### src/rtl/cng_pkg.sv
// Shared constants, coefficient tables and stage payload types for the coloured noise core.
`timescale 1ns / 1ps
`default_nettype none

package cng_pkg;

  localparam int SampleW = 16;               // Q1.(SampleW-1) audio samples
  localparam int StateW  = 32;               // Q8.24 filter state
  localparam int FracW   = 24;               // fractional bits of states and coefficients
  localparam int CoefW   = FracW + 1;        // signed coefficient width
  localparam int NumPole = 6;

  localparam int TdataW  = ((SampleW + 7) / 8) * 8;
  localparam int WideW   = FracW + 1;        // sample widened to Q1.24
  localparam int InShift = WideW - SampleW;
  localparam int GainPW  = CoefW + WideW;    // coefficient times widened sample
  localparam int AccW    = CoefW + StateW + 1;
  localparam int RndW    = AccW - FracW;
  localparam int SumW    = StateW + 3;       // eight pink terms

  localparam logic signed [CoefW-1:0] PoleCoef [NumPole] = '{
    25'sd16758090, 25'sd16665144, 25'sd16257122,
    25'sd14537458, 25'sd9227469,  -25'sd12777528
  };
  localparam logic signed [CoefW-1:0] GainCoef [NumPole] = '{
    25'sd931436,  25'sd1259565, 25'sd2581208,
    25'sd5209084, 25'sd8941454, -25'sd283501
  };
  localparam logic signed [CoefW-1:0] KDirect    = 25'sd8995943;
  localparam logic signed [CoefW-1:0] KDelay     = 25'sd1944916;
  localparam logic signed [CoefW-1:0] KPinkScale = 25'sd1845494;
  localparam logic signed [CoefW-1:0] KBrownIn   = 25'sd335544;
  localparam logic signed [CoefW-1:0] KBrownDiv  = 25'sd16448251;

  typedef enum logic [1:0] {
    ColWhite = 2'd0,
    ColPink  = 2'd1,
    ColBrown = 2'd2
  } color_e;

  // products that depend on the sample only
  typedef struct packed {
    color_e                             color;
    logic signed [SampleW-1:0]          w;
    logic        [NumPole-1:0][GainPW-1:0] gain;
    logic signed [StateW-1:0]           direct;
    logic signed [StateW-1:0]           delay;
    logic signed [StateW-1:0]           brown_in;
  } pre_t;

  // filter bank view for the output stages; pink[NumPole] is the delayed term
  typedef struct packed {
    color_e                             color;
    logic signed [SampleW-1:0]          w;
    logic        [NumPole:0][StateW-1:0] pink;
    logic signed [StateW-1:0]           direct;
    logic signed [StateW-1:0]           level;
  } filt_t;

  typedef struct packed {
    logic sum_load;
    logic out_load;
  } out_ctrl_t;

endpackage

`default_nettype wire

### src/rtl/cng_pre.sv
// Sample-only products: pole gains, direct and delayed pink terms, integrator input.
`timescale 1ns / 1ps
`default_nettype none

module cng_pre (
  input  logic                              clk_i,
  input  logic                              load_i,
  input  cng_pkg::color_e                   color_i,
  input  logic signed [cng_pkg::SampleW-1:0] w_i,
  output cng_pkg::pre_t                     pre_o
);
  import cng_pkg::*;

  localparam logic [GainPW-1:0] GainHalf =
    {{(GainPW - FracW){1'b0}}, 1'b1, {(FracW - 1){1'b0}}};

  function automatic logic signed [StateW-1:0] rnd_gain(input logic signed [GainPW-1:0] p);
    logic signed [GainPW-1:0] t;
    t = p + $signed(GainHalf);
    return StateW'($signed(t[GainPW-1:FracW]));
  endfunction

  logic signed [WideW-1:0]  w24;
  logic signed [GainPW-1:0] gprod [NumPole];
  logic signed [GainPW-1:0] dprod, lprod, bprod;
  pre_t                     pre_d, pre_q;

  assign w24 = {w_i, {InShift{1'b0}}};

  always_comb begin
    for (int k = 0; k < NumPole; k++) begin
      gprod[k] = GainPW'(GainCoef[k]) * GainPW'(w24);
    end
    dprod = GainPW'(KDirect) * GainPW'(w24);
    lprod = GainPW'(KDelay) * GainPW'(w24);
    bprod = GainPW'(KBrownIn) * GainPW'(w24);

    pre_d.color = color_i;
    pre_d.w     = w_i;
    for (int k = 0; k < NumPole; k++) begin
      pre_d.gain[k] = gprod[k];
    end
    pre_d.direct   = rnd_gain(dprod);
    // small enough that it never reaches the state limits
    pre_d.delay    = rnd_gain(lprod);
    pre_d.brown_in = rnd_gain(bprod);
  end

  always_ff @(posedge clk_i) begin
    if (load_i) begin
      pre_q <= pre_d;
    end
  end

  assign pre_o = pre_q;

endmodule

`default_nettype wire

### config.mk
export PLATFORM = sky130hd
export DESIGN_NAME = cng_pre
export DESIGN_NICKNAME = d
export VERILOG_FILES = /design/src/rtl/cng_pkg.sv /design/src/rtl/cng_pre.sv
export SDC_FILE = /design/constraint.sdc
export NUM_CORES = 2
export LEC_CHECK = 0
export BUFFER_PORTS_ARGS = -buffer_cell sky130_fd_sc_hd__buf_2
export CAP_MARGIN = 30
export CORE_MARGIN = 5
export CORE_UTILIZATION = 59
export CTS_CLUSTER_SIZE = 12
export DETAILED_ROUTE_END_ITERATION = 10
export PLACE_DENSITY = 0.86
export SLEW_MARGIN = 20
export SYNTH_ARGS = -nofsm -noshare
export SYNTH_HDL_FRONTEND = slang
export SYNTH_SLANG_ARGS = --single-unit
### constraint.sdc
create_clock -name clk_i -period 11.5 [get_ports clk_i]
set_clock_uncertainty 0.1 [all_clocks]
set_input_delay 2.3 -clock clk_i [delete_from_list [all_inputs] [get_ports clk_i]]
set_output_delay 2.3 -clock clk_i [all_outputs]
set_load 0.01 [all_outputs]
* After elaboration in Yosys (flattened, before gate mapping) *
Index checks and enable logic that the tools add are counted.

storage, ports and cells
  bits in read-only memories = 0
  latch bits = 0
  memory bits (writable) = 0
  memories kept = 0
  register bits after elaboration = 328
  word-level logic and storage cells = 23

cells by class
  reduce and logical (&&, ||, !) cells = 0
  bitwise operators = 0
  divide/modulo/power cells = 0
  muxes and demuxes = 0
  eq/ne operators = 0
  $add $sub $neg = 3
  shift operators = 0
  $mul = 9
  magnitude comparators = 0

operators with widths
  cell                    count
  $mul 20x16->36 const A  3
  $mul 22x16->38 const A  2
  $add 50x25->50 const B  1
  $add 47x25->48 const B  1
  $add 45x25->46 const B  1
  $mul 25x16->41 const A  1
  $mul 24x16->40 const A  1
  $mul 19x16->35 const A  1
  $mul 17x16->33 const A  1

* Depth between registers and ports, before layout *
  depth in word-level cells = 2
  depth in mapped cells = 26

* Least setup slack after synthesis *
No wires, ideal clock.

  path kind = input -> register
  start = input w_i[4] (netlist bit)
  end = register pre_o[89] (netlist name)
  setup time = 268 ps
  arrival time = 8466 ps
  setup slack = 2667 ps
  path buffers = 0
  required time = 11132 ps
  cell stages on the path = 23
  path through = ha_1 inv_1 fa_1 inv_1 ha_1 fa_1 inv_1 fa_1 inv_1 fa_1 ha_1 o21ai_0 nor2_1 a211oi_1 o22ai_2 or3_2 a31oi_1 xor2_1 nor3_1 nand3_1 or3_4 nor4_2 xor2_1

RTL lines
  item                line          source
  start: declaration  cng_pre.sv:9  input logic signed [cng_pkg::SampleW-1:0] w_i,

==> flow_metrics.py <==
metrics = {
    "cells_and_area": {
        "nFillCells": 7351,
        "layout-drive-gt1-share_pct": 10.1,
        "largest_reg_flops": 296,
        "nets": 7556,
        "multi_input_area_sq_um": 40900,
        "area_growth_pct": 7.88,
        "register_area_sq_um": 8890,
    },
    "yosys": {
        "synthFlopType": "edfxtp_1",
        "postSynthCellCount": 5269,
        "ys_top_cells_by_area": "fa_1, ha_1, edfxtp_1",
        "synth_area_sq_um": 55300,
        "yosysWarnings": 0,
        "synth-seq-cells": 296,
        "synth-seq-area-share_pct": 16.1,
        "synth_top_area_share_pct": 31.6,
        "ys_types": 106,
        "synth_edf_count": 296,
        "async_flop_share_pct": 0,
        "yosys.area.top_type": "fa_1",
        "avgSynthCellArea_sq_um": 10.5,
    },
    "clock_tree": {
        "cts.sinks": 296,
        "cts_buffers": 34,
        "cts_resized": 0,
        "path_clk_slew_ns": 0.06,
        "postCtsHoldBufs": 0,
        "htree_levels": 2,
        "clockBufferDepth": 3,
        "cts_setup_buffers": 0,
        "cts_tree": "built",
        "cts-root-buf": "clkbuf_16",
    },
    "drt": {
        "met2WireLength_mm": 78.7,
        "top_layer": "met5",
        "wl_per_cell_microns": 26.1,
        "wl_met3_mm": 21.3,
        "drtAntennaViolNets": 0,
        "num_vias": 40600,
        "drt_iter0_markers": 4037,
        "wl_met1_mm": 68.0,
        "routed_wl_mm": 181,
        "drtPass1Iterations": 7,
        "drc": 0,
        "avgViaCountPerCell": 5.84,
    },
    "min_path": {
        "hold_depth": 1,
        "holdCritPathClass": "in2reg",
        "worstHoldStart": "color_i[0]",
        "whs_endpoint": "pre_o[412]",
    },
    "die": {
        "io-pin-count": 434,
        "rows": 112,
        "core_region_area_sq_um": 93200,
        "start_util_pct": 59.4,
        "die_w_microns": 316,
        "die_h_microns": 316,
        "die_area_sq_um": 100000,
    },
    "grt": {
        "grt_pass1_wl_mm": 264,
        "overflow": 0,
        "grt_max_degree": 102,
        "grt_pass1_vias": 41700,
        "grtUsageTotal_pct": 36.3,
        "antenna_found_initial": 6,
    },
    "worst_setup_path": {
        "crit_fanout": 10,
        "path_class": "in2reg",
        "worstSetupStartpointType": "input pin",
        "cp.arrival_ns": 10.07,
        "crit_path_end_kind": "flip-flop",
        "crit_required_ns": 11.73,
    },
    "timing": {
        "finalMaxSlewViolations": 0,
        "finalHoldViolCount": 0,
        "fin_crit_sh_pct": 85.6,
        "setup-tns-final_ns": 0,
        "slew_headroom_pct": 23.8,
        "finalCriticalPeriod_ns": 9.84,
        "rsz0062_at_grt": "false",
        "worst_pin_slew_ns": 1.14,
        "setup_viol": 0,
        "fmaxAchievable_mhz": 102,
    },
    "place": {
        "port_buffers": 371,
        "dpl.hpwl_mm": 155,
        "gp_congestion": 1.14,
    },
    "flow_run": {
        "max-cap-violations": 0,
    },
    "status": {
        "status": "finished, final reports clean",
    },
}
==> layer usage <==
layer  up-vias  GRT usage, %
li1      17800             -
met1     20000          45.9
met2      2234          55.8
met3       577          12.3
met4         8          18.8
met5         -         0.774
==> worst max-delay path: stages <==
cell and delay [ns]:
buf_2 0.40, ha_1 0.63, inv_1 0.60, fa_1 0.71, inv_1 0.06, ha_1 0.36, ha_1 0.31, inv_1 0.05
fa_1 0.53, inv_1 0.06, fa_1 0.49, ha_1 0.38, a211o_1 0.27, o21ai_0 0.33, a31oi_1 0.24, a31oi_1 0.48
o311ai_1 0.18, buf_4 0.19, o41ai_1 0.59, o2111ai_1 0.33, a21oi_1 0.33, o21ai_1 0.11, xnor2_1 0.14
==> Yosys cell counts (6+ instances only) <==
library cell,instances
o311a_1,7
clkbuf_1,20
a2111oi_0,6
a21o_1,103
a21oi_1,232
and3_1,31
xor2_1,95
o21ai_1,10
or2_2,20
ha_1,981
o211ai_1,15
edfxtp_1,296
xnor2_1,212
nor3_1,62
a21boi_0,8
o31ai_1,14
nand3b_1,8
and4_1,8
a211o_1,12
and2_1,19
a211oi_1,16
buf_4,118
nor2b_1,33
nand2_1,155
a31o_2,7
nand2b_1,41
o21ai_0,108
o21bai_1,34
inv_1,1256
nor2_1,170
a31oi_1,20
o21a_1,39
nand4_1,21
fa_1,874
o31a_1,6
nand3_1,68
or3_1,14
==> cell families (layout without fill, tap and decap cells) <==
group / count (synthesis) / in the layout / share of synthesized area [%]
simple gates: 692 / 692 / 6.36
other cells: 1 / 64 / 0.00678
mux: 5 / 5 / 0.0950
flops: 296 / 296 / 16.1
compound gates: 711 / 711 / 8.44
buf+inv: 1401 / 1773 / 10.3
xor+xnor: 307 / 307 / 4.86
fa+ha+maj: 1856 / 1856 / 53.8
==> cell type report <==
cell class,count,area share [%]
multi-input cells,3633,68.6
clock buffers,42,1.51
diodes,2,0.00839
inverters,1256,7.90
well taps,1254,2.63
clock inverters,15,0.134
flip-flops and latches,296,14.9
repair buffers,460,4.30
==> cells in the final DEF, fill, tap and decap left out, drive strengths merged, types with 7 or more instances in the layout <==
| cell | netlist | layout |
|---|---|---|
| a2111oi | 7 | 7 |
| a211o | 12 | 12 |
| a211oi | 21 | 21 |
| a21boi | 10 | 10 |
| a21o | 103 | 103 |
| a21oi | 235 | 235 |
| a31o | 7 | 7 |
| a31oi | 20 | 20 |
| and2 | 22 | 22 |
| and3 | 32 | 32 |
| and4 | 9 | 9 |
| buf | 125 | 460 |
| clkbuf | 20 | 42 |
| clkinv | 0 | 12 |
| conb | 1 | 62 |
| edfxtp | 296 | 296 |
| fa | 874 | 874 |
| ha | 981 | 981 |
| inv | 1256 | 1258 |
| nand2 | 155 | 155 |
| nand2b | 41 | 41 |
| nand3 | 69 | 69 |
| nand3b | 9 | 9 |
| nand4 | 21 | 21 |
| nor2 | 171 | 171 |
| nor2b | 33 | 33 |
| nor3 | 63 | 63 |
| nor4 | 10 | 10 |
| o211ai | 17 | 17 |
| o21a | 39 | 39 |
| o21ai | 119 | 119 |
| o21bai | 35 | 35 |
| o311a | 7 | 7 |
| o31ai | 15 | 15 |
| or2 | 22 | 22 |
| or3 | 16 | 16 |
| xnor2 | 212 | 212 |
| xor2 | 95 | 95 |
==> how the worst max path moves through the flow <==
stage | start | to | cells after the start
3_3_place_gp | w_i[5] | pre_o[54] | 24
3_5_place_dp | w_i[4] | pre_o[85] | 25
5_1_grt | w_i[5] | pre_o[54] | 24
2_1_floorplan | w_i[4] | pre_o[89] | 23
4_1_cts | w_i[4] | pre_o[85] | 25
6_report | w_i[4] | pre_o[242] | 23
==> through the flow <==
step	area, sq um	worst slack, ns	hold WS, ns	cells	utilization (%)
after detailed placement	58600	1.24	2.38	6896	62.9
after CTS	59600	1.85	1.76	6953	64.0
final	59700	1.66	1.79	6958	64.0
after floorplan	55500	2.67	2.30	5330	-
after global placement	58600	1.39	2.38	6895	62.9
after global routing	59700	1.39	1.76	6956	64.0
Power is not shown: default switching activity piles up to over one toggle a cycle in this logic, so the estimate is an artifact.
