File: src/rtl/cng_pkg.sv
// Shared constants, coefficient tables and stage payload types for the coloured noise core.
`timescale 1ns / 1ps
`default_nettype none

package cng_pkg;

  localparam int SampleW = 16;               // Q1.(SampleW-1) audio samples
  localparam int StateW  = 32;               // Q8.24 filter state
  localparam int FracW   = 24;               // fractional bits of states and coefficients
  localparam int CoefW   = FracW + 1;        // signed coefficient width
  localparam int NumPole = 6;

  localparam int TdataW  = ((SampleW + 7) / 8) * 8;
  localparam int WideW   = FracW + 1;        // sample widened to Q1.24
  localparam int InShift = WideW - SampleW;
  localparam int GainPW  = CoefW + WideW;    // coefficient times widened sample
  localparam int AccW    = CoefW + StateW + 1;
  localparam int RndW    = AccW - FracW;
  localparam int SumW    = StateW + 3;       // eight pink terms

  localparam logic signed [CoefW-1:0] PoleCoef [NumPole] = '{
    25'sd16758090, 25'sd16665144, 25'sd16257122,
    25'sd14537458, 25'sd9227469,  -25'sd12777528
  };
  localparam logic signed [CoefW-1:0] GainCoef [NumPole] = '{
    25'sd931436,  25'sd1259565, 25'sd2581208,
    25'sd5209084, 25'sd8941454, -25'sd283501
  };
  localparam logic signed [CoefW-1:0] KDirect    = 25'sd8995943;
  localparam logic signed [CoefW-1:0] KDelay     = 25'sd1944916;
  localparam logic signed [CoefW-1:0] KPinkScale = 25'sd1845494;
  localparam logic signed [CoefW-1:0] KBrownIn   = 25'sd335544;
  localparam logic signed [CoefW-1:0] KBrownDiv  = 25'sd16448251;

  typedef enum logic [1:0] {
    ColWhite = 2'd0,
    ColPink  = 2'd1,
    ColBrown = 2'd2
  } color_e;

  // products that depend on the sample only
  typedef struct packed {
    color_e                             color;
    logic signed [SampleW-1:0]          w;
    logic        [NumPole-1:0][GainPW-1:0] gain;
    logic signed [StateW-1:0]           direct;
    logic signed [StateW-1:0]           delay;
    logic signed [StateW-1:0]           brown_in;
  } pre_t;

  // filter bank view for the output stages; pink[NumPole] is the delayed term
  typedef struct packed {
    color_e                             color;
    logic signed [SampleW-1:0]          w;
    logic        [NumPole:0][StateW-1:0] pink;
    logic signed [StateW-1:0]           direct;
    logic signed [StateW-1:0]           level;
  } filt_t;

  typedef struct packed {
    logic sum_load;
    logic out_load;
  } out_ctrl_t;

endpackage

`default_nettype wire

File: src/rtl/cng_out.sv
// Output side: pink sum, scaling, rounding and saturation to the sample range.
`timescale 1ns / 1ps
`default_nettype none

module cng_out (
  input  logic                               clk_i,
  input  cng_pkg::out_ctrl_t                 ctrl_i,
  input  cng_pkg::filt_t                     filt_i,
  output logic signed [cng_pkg::SampleW-1:0] noise_o
);
  import cng_pkg::*;

  localparam int BrSh   = 27 - SampleW;          // x3.5 and the halving
  localparam int PinkSh = 26 - SampleW;
  localparam int B7W    = StateW + 3;
  localparam int BaseW  = B7W - BrSh;
  localparam int ProdW  = SumW + CoefW;
  localparam int Y1W    = ProdW - FracW;
  localparam int YW     = Y1W - PinkSh;

  localparam logic [B7W-1:0]   BrHalf   = B7W'(1) << (BrSh - 1);
  localparam logic [ProdW-1:0] ProdHalf = ProdW'(1) << (FracW - 1);
  localparam logic [Y1W-1:0]   Y1Half   = Y1W'(1) << (PinkSh - 1);
  localparam logic signed [YW-1:0] SMax =
    $signed({{(YW - SampleW + 1){1'b0}}, {(SampleW - 1){1'b1}}});
  localparam logic signed [YW-1:0] SMin =
    $signed({{(YW - SampleW + 1){1'b1}}, {(SampleW - 1){1'b0}}});

  // sum stage
  logic signed [SumW-1:0]    sum_d, sum_q;
  logic signed [SampleW:0]   white_r;
  logic signed [SampleW-1:0] white_y;
  logic signed [B7W-1:0]     b7, b7_r;
  logic signed [BaseW-1:0]   base_d, base_q;
  color_e                    color_q;

  always_comb begin
    sum_d = SumW'($signed(filt_i.direct));
    for (int k = 0; k <= NumPole; k++) begin
      sum_d = sum_d + SumW'($signed(filt_i.pink[k]));
    end
    white_r = {filt_i.w[SampleW-1], filt_i.w} + (SampleW + 1)'(1);
    white_y = $signed(white_r[SampleW:1]);
    b7      = B7W'($signed(filt_i.level)) * B7W'(4'sd7);
    b7_r    = b7 + $signed(BrHalf);
    if (filt_i.color == ColWhite) begin
      base_d = BaseW'(white_y);
    end else begin
      base_d = $signed(b7_r[B7W-1:BrSh]);
    end
  end

  always_ff @(posedge clk_i) begin
    if (ctrl_i.sum_load) begin
      sum_q   <= sum_d;
      base_q  <= base_d;
      color_q <= filt_i.color;
    end
  end

  // scale stage
  logic signed [ProdW-1:0]   prod, prod_r;
  logic signed [Y1W-1:0]     y1, y1_r;
  logic signed [YW-1:0]      y_sel;
  logic signed [SampleW-1:0] noise_d, noise_q;

  always_comb begin
    prod   = ProdW'(sum_q) * ProdW'(KPinkScale);
    prod_r = prod + $signed(ProdHalf);
    y1     = $signed(prod_r[ProdW-1:FracW]);
    y1_r   = y1 + $signed(Y1Half);
    if (color_q == ColPink) begin
      y_sel = $signed(y1_r[Y1W-1:PinkSh]);
    end else begin
      y_sel = YW'(base_q);
    end
    if (y_sel > SMax) begin
      noise_d = SMax[SampleW-1:0];
    end else if (y_sel < SMin) begin
      noise_d = SMin[SampleW-1:0];
    end else begin
      noise_d = y_sel[SampleW-1:0];
    end
  end

  always_ff @(posedge clk_i) begin
    if (ctrl_i.out_load) begin
      noise_q <= noise_d;
    end
  end

  assign noise_o = noise_q;

endmodule

`default_nettype wire

File: config.mk
export PLATFORM = sky130hd
export DESIGN_NAME = cng_out
export DESIGN_NICKNAME = d
export VERILOG_FILES = /design/src/rtl/cng_pkg.sv /design/src/rtl/cng_out.sv
export SDC_FILE = /design/constraint.sdc
export NUM_CORES = 2
export LEC_CHECK = 0
export BUFFER_PORTS_ARGS = -buffer_cell sky130_fd_sc_hd__buf_4
export CAP_MARGIN = 20
export CORE_MARGIN = 2
export CORE_UTILIZATION = 30
export DETAILED_ROUTE_END_ITERATION = 12
export HOLD_SLACK_MARGIN = 0.05
export PLACE_DENSITY_LB_ADDON = 0.08
export SYNTH_ARGS = -nofsm -noshare
export SYNTH_HDL_FRONTEND = slang
export SYNTH_SLANG_ARGS = --single-unit
File: constraint.sdc
create_clock -name clk_i -period 13.5 [get_ports clk_i]
set_clock_uncertainty 0.05 [all_clocks]
set_input_delay 2.7 -clock clk_i [delete_from_list [all_inputs] [get_ports clk_i]]
set_output_delay 2.7 -clock clk_i [all_outputs]
set_load 0.01 [all_outputs]
; Yosys cells after proc, flatten, opt, wreduce, memory -nomap -nowiden
; Index checks and enable logic that the tools add are counted.
; Widths: inputs -> output; s select.
[totals]
out_inout_bits = 16
inputBits = 309
rom_bits = 0
latch_bits = 0
elab_cells = 24
register_bits = 77
ram_bits = 0
memories = 0
[classes]
n_div = 0
magnitude_cmp = 2
n_addsub = 11
n_shift = 0
muxes = 3
bitwise = 0
eq_ne = 1
mul = 2
n_reduce_logical = 1
[op_table]
columns = op, n
row1 = $add 35x32->35, 4
row2 = $add 57x25->58 const B, 1
row3 = $mul 35x21->56 const B, 1
row4 = $add 34x11->35 const B, 1
row5 = $add 34x32->35, 1
row6 = $add 35x12->35 const B, 1
row7 = $mul 32x4->35 const B, 1
row8 = $add 33x32->34, 1
row9 = $add 32x32->33, 1
row10 = $gt 26x16->1 const B, 1
row11 = $lt 26x16->1 const B, 1
row12 = $mux 26, 1
row13 = $mux 24, 1
row14 = $add 16x2->17 const B, 1
row15 = $mux 16, 1
row16 = $eq 2x1->1 const B, 1
row17 = $logic_not 2->1, 1

; Depth between registers and ports, before layout
[depth]
depth_word = 7
ltp_mapped = 36
depth_no_buf = 34

; Worst setup path before layout
; No wires, ideal clock.
[synth_path]
path_kind = flip-flop to flip-flop
from = reg sum_q[20]
to = reg noise_q[10], in the netlist noise_o[10], data pin
path_stages_with_launch = 34
t_arrival_ns = 9.080
setup_slack_ns = 4.104
t_required_ns = 13.184
path_buffers = 2
synth_period_minus_slack_ns = 9.396
setup_ns = 0.266
path_cell_list = edfxtp_1 > inv_1 > fa_1 > inv_1 > ha_1 > inv_1 > fa_1 > inv_1 > fa_1 > fa_1 > fa_1 > inv_1 > fa_1 > inv_1 > ha_1 > buf_2 > a21oi_1 > o21ai_1 > a21o_1 > a2111oi_2 > nand4_1 > nand2b_1 > or4_4 > or3_1 > a2111oi_4 > o2111ai_2 > nor4b_4 > maj3_1 > and3_1 > o31ai_1 > or4_4 > o41ai_4 > buf_6 > o21ai_1
[synth_via]
elab_chain_len = 6
word_cells_on_any_way = 7
classes_between = add/sub (2) / mul (1) / order compare (2) / mux (2)
[synth_lines]
columns = item, line
row1 = from (decl), cng_out.sv:30  ; logic signed [SumW-1:0] sum_d, sum_q;
row2 = from (signal assigned), cng_out.sv:55  ; sum_q <= sum_d;
row3 = $mul 35x21->56 *, cng_out.sv:68  ; prod = ProdW'(sum_q) * ProdW'(KPinkScale);
row4 = $add 57x25->58 *, cng_out.sv:69  ; prod_r = prod + $signed(ProdHalf);
row5 = $add 34x11->35 *, cng_out.sv:71  ; y1_r = y1 + $signed(Y1Half);
row6 = $mux 26 *, cng_out.sv:72  ; if (color_q == ColPink) begin
row7 = $lt 26x16->1, cng_out.sv:79  ; end else if (y_sel < SMin) begin
row8 = $mux 16, cng_out.sv:79
row9 = to (signal assigned), cng_out.sv:88  ; noise_q <= noise_d;
row10 = to (decl), cng_out.sv:65  ; logic signed [SampleW-1:0] noise_d, noise_q;
; Every way passes the cells marked *; elsewhere a longest branch is shown, timed or not.
; A chain may end at the register's enable or synchronous reset.

; Worst setup path after layout
[layout_path]
from = reg sum_q[11]
to = reg noise_q[2], in the netlist noise_o[2], data pin
; The elaborated chain is that of the path after synthesis.

==> impl_metrics.yaml <==
run_status:
  outcome: "finished, final reports clean"
worst_setup_path:
  rrSetupSlack_ns: 2.77
  worstPathRequired_ns: 13.53
  r2r_end: "noise_o[2]"
  critPathTopFamily: "adder cells"
  crit_type: "reg2reg"
  crit-reg2reg-launch: "sum_q[11]"
  cp_max_fo: 15
  arrival_ns: 10.77
  reg2regPathDepth: 31
  critPathMaxStageDelay_ns: 0.72
  critPathBufInv: 6
  setup.worst_path.start_class: "flip-flop"
  cp_slowest_cell: "o41ai_4"
  worstSetupEndpointType: "flip-flop"
detailed_routing:
  drc: 0
  drt-initial-drc-count: 781
  wl_per_cell_um: 16.01
  via_count: 20373
  wl_mm: 72.22
  ant_nets: 0
  drt_first_pass_iters: 5
  viasPerCell: 4.516
sta:
  finalHoldViolations: 0
  finalMaxSlewViolations: 0
  rsz0062_at_grt: "false"
  timing.fmax_mhz: 93.15
  setup_tns_ns: 0
  worst_slack_ns: 2.765
  finalCritPeriodShare_pct: 79.52
  worstMarginPinSlew_ns: 0.8122
  finalSetupViolations: 0
  hold_ws_ns: 0.5636
  maxSlewHeadroom_pct: 45.85
  min_period_ns: 10.73
yosys:
  async_flop_share_pct: 0
  postSynthCellCount: 3016
  post_synth.cell_area_avg_um2: 9.188
  synth_edf_count: 77
  yosysSeqAreaShare_pct: 8.344
  synth_cell_types: 85
  netlist_area_mm2: 0.02771
  synth_warnings: 0
  ys_seq_elements: 77
  synth_flop_cell: "edfxtp_1"
  synth_nets: 4224
hold_path:
  hold_path_class: "reg2reg"
  min_to: "noise_o[13]"
  hold_path_depth: 2
  min_from: "base_q[13]"
floorplan:
  die_y_um: 307.9
  core_mm2: 0.09166
  initial_core_util_pct: 30.23
  rows: 111
  ioPinCount: 325
  die-area_mm2: 0.09481
  die_w_um: 307.9
cells_and_area:
  drive_gt1_share_pct: 11.58
  synthToLayoutAreaGrowth_pct: 14.79
  nFillCells: 9644
  final_nets: 4528
  n_antenna_cell: 0
  final_common_cell: "inv_1"
  seq_area_mm2: 0.002312
  multi_input_area_mm2: 0.02147
  final_cell_mix: "inv_1, fa_1, ha_1, buf_4, nand2_1"
clocking:
  cts_setup_buffers: 0
  cts_buffers: 9
  cts.sinks: 77
  path_clk_slew_ns: 0.06
  cts_max_path_buffers: 2
  cts_resized: 0
  root_buffer: "clkbuf_16"
  holdBufCountCts: 0
  htreeDepth: 3
  clock_latency_ns: 0.39
  cts_tree: "yes"
placement:
  dpl_worst_slack_ns: 2.721
  routabilityCongestion: 0.8488
  io_buffer_count: 324
  dp_hpwl_mm: 66.30
grt:
  grt_use_total_pct: 16.24
  antenna_found_initial: 0
  grt_pass1_wl_mm: 121.6
  grt_overflow_total: 0
  grt_max_degree: 48
  grt_pass1_vias: 23247
run:
  maxCapViolCount: 0
-- cell usage after synthesis (5+ instances only) --
library cell | count | area share (%)
o21bai_1 | 11 | 0.30
nor2_1 | 101 | 1.4
o21a_1 | 11 | 0.30
a21boi_0 | 7 | 0.19
inv_1 | 1002 | 14
clkbuf_1 | 27 | 0.37
buf_2 | 7 | 0.13
or3_1 | 10 | 0.23
or2_2 | 9 | 0.20
a21oi_1 | 108 | 2.0
and2_1 | 16 | 0.36
nor3_1 | 44 | 0.79
o21ai_1 | 20 | 0.36
o2111ai_1 | 5 | 0.16
o21ai_0 | 77 | 1.4
ha_1 | 376 | 17
xnor2_1 | 93 | 2.9
nand3b_1 | 6 | 0.16
xor2_1 | 48 | 1.5
a31o_2 | 7 | 0.22
o31ai_1 | 10 | 0.27
mux2i_1 | 17 | 0.61
nor2b_1 | 12 | 0.27
nand2b_1 | 14 | 0.32
nand3_1 | 35 | 0.63
nand2_1 | 118 | 1.6
a311oi_1 | 5 | 0.16
a211oi_1 | 9 | 0.24
and3_1 | 26 | 0.59
o211ai_1 | 12 | 0.33
a2111oi_0 | 5 | 0.16
nor4_1 | 6 | 0.14
a31oi_1 | 16 | 0.36
a21o_1 | 32 | 0.87
nor3b_1 | 6 | 0.16
nand4_1 | 22 | 0.50
fa_1 | 523 | 38
edfxtp_1 | 77 | 8.3
-- worst max-delay path by stage --
| stage | start | to | slack, ns | cells past startpoint |
|---|---|---|---|---|
| 6_report | sum_q[11] | noise_o[2] | 2.77 | 31 |
| 5_1_grt | sum_q[11] | noise_o[1] | 1.90 | 31 |
| 4_1_cts | sum_q[11] | noise_o[1] | 2.68 | 31 |
| 3_5_place_dp | sum_q[11] | noise_o[1] | 2.72 | 31 |
| 3_3_place_gp | sum_q[11] | noise_o[0] | 2.79 | 31 |
| 2_1_floorplan | sum_q[20] | noise_o[10] | 4.10 | 33 |
-- per-stage QoR --
step,util [%],std cells,cell area (um^2)
2_1_floorplan,-,3016,27710
3_3_place_gp,34.38,4493,31510
3_5_place_dp,34.39,4494,31520
4_1_cts,34.70,4510,31800
5_1_grt,34.70,4511,31810
6_report,34.70,4511,31810
-- final cells by class --
cell class / instances / area share [%]
inverter: 1003 / 11.84
tap: 1186 / 4.665
sequential: 77 / 7.269
timing repair buffer: 332 / 7.828
clock inverter: 5 / 0.1613
multi-input combinational: 1897 / 67.51
clock buffer: 11 / 0.7316
-- kinds of logic (layout without fill, tap and decap cells) --
kind of cell	count (synthesis)	after routing	share of synthesized area, %
multiplexers	20	20	0.7360
buffers and inverters	1042	1351	14.17
XOR/XNOR	141	141	4.457
AO/OA/AOI/OAI	386	386	9.180
AND/OR/NAND/NOR	447	447	8.204
flip-flops	77	77	8.344
adder cells (fa/ha/maj)	903	903	54.91
-- worst reg2reg max path: cells and delay by family, from the launching register on --
| family | cells | cell delay (ns) |
|---|---|---|
| AND/OR/NAND/NOR | 6 | 2.29 |
| AO/OA/AOI/OAI | 10 | 2.98 |
| buffers and inverters | 6 | 0.46 |
| adder cells (fa/ha/maj) | 9 | 4.00 |
| flip-flops | 1 | 0.64 |
-- state kept, by name, summed over array words and instances (netlist names) --
signal	flops
noise_o	16
color_q	2
sum_q	35
base_q	24
-- metal layers --
metal / wire length (um) / part of all wire (%) / GRT usage, %
met5: 0 / 0 / 0
met4: 961 / 1.3 / 2.870
met3: 1325 / 1.8 / 1.161
met2: 38250 / 53 / 30.35
met1: 31680 / 44 / 20.57
Power is not shown: default switching activity piles up to over one toggle a cycle in this logic, so the estimate is an artifact.
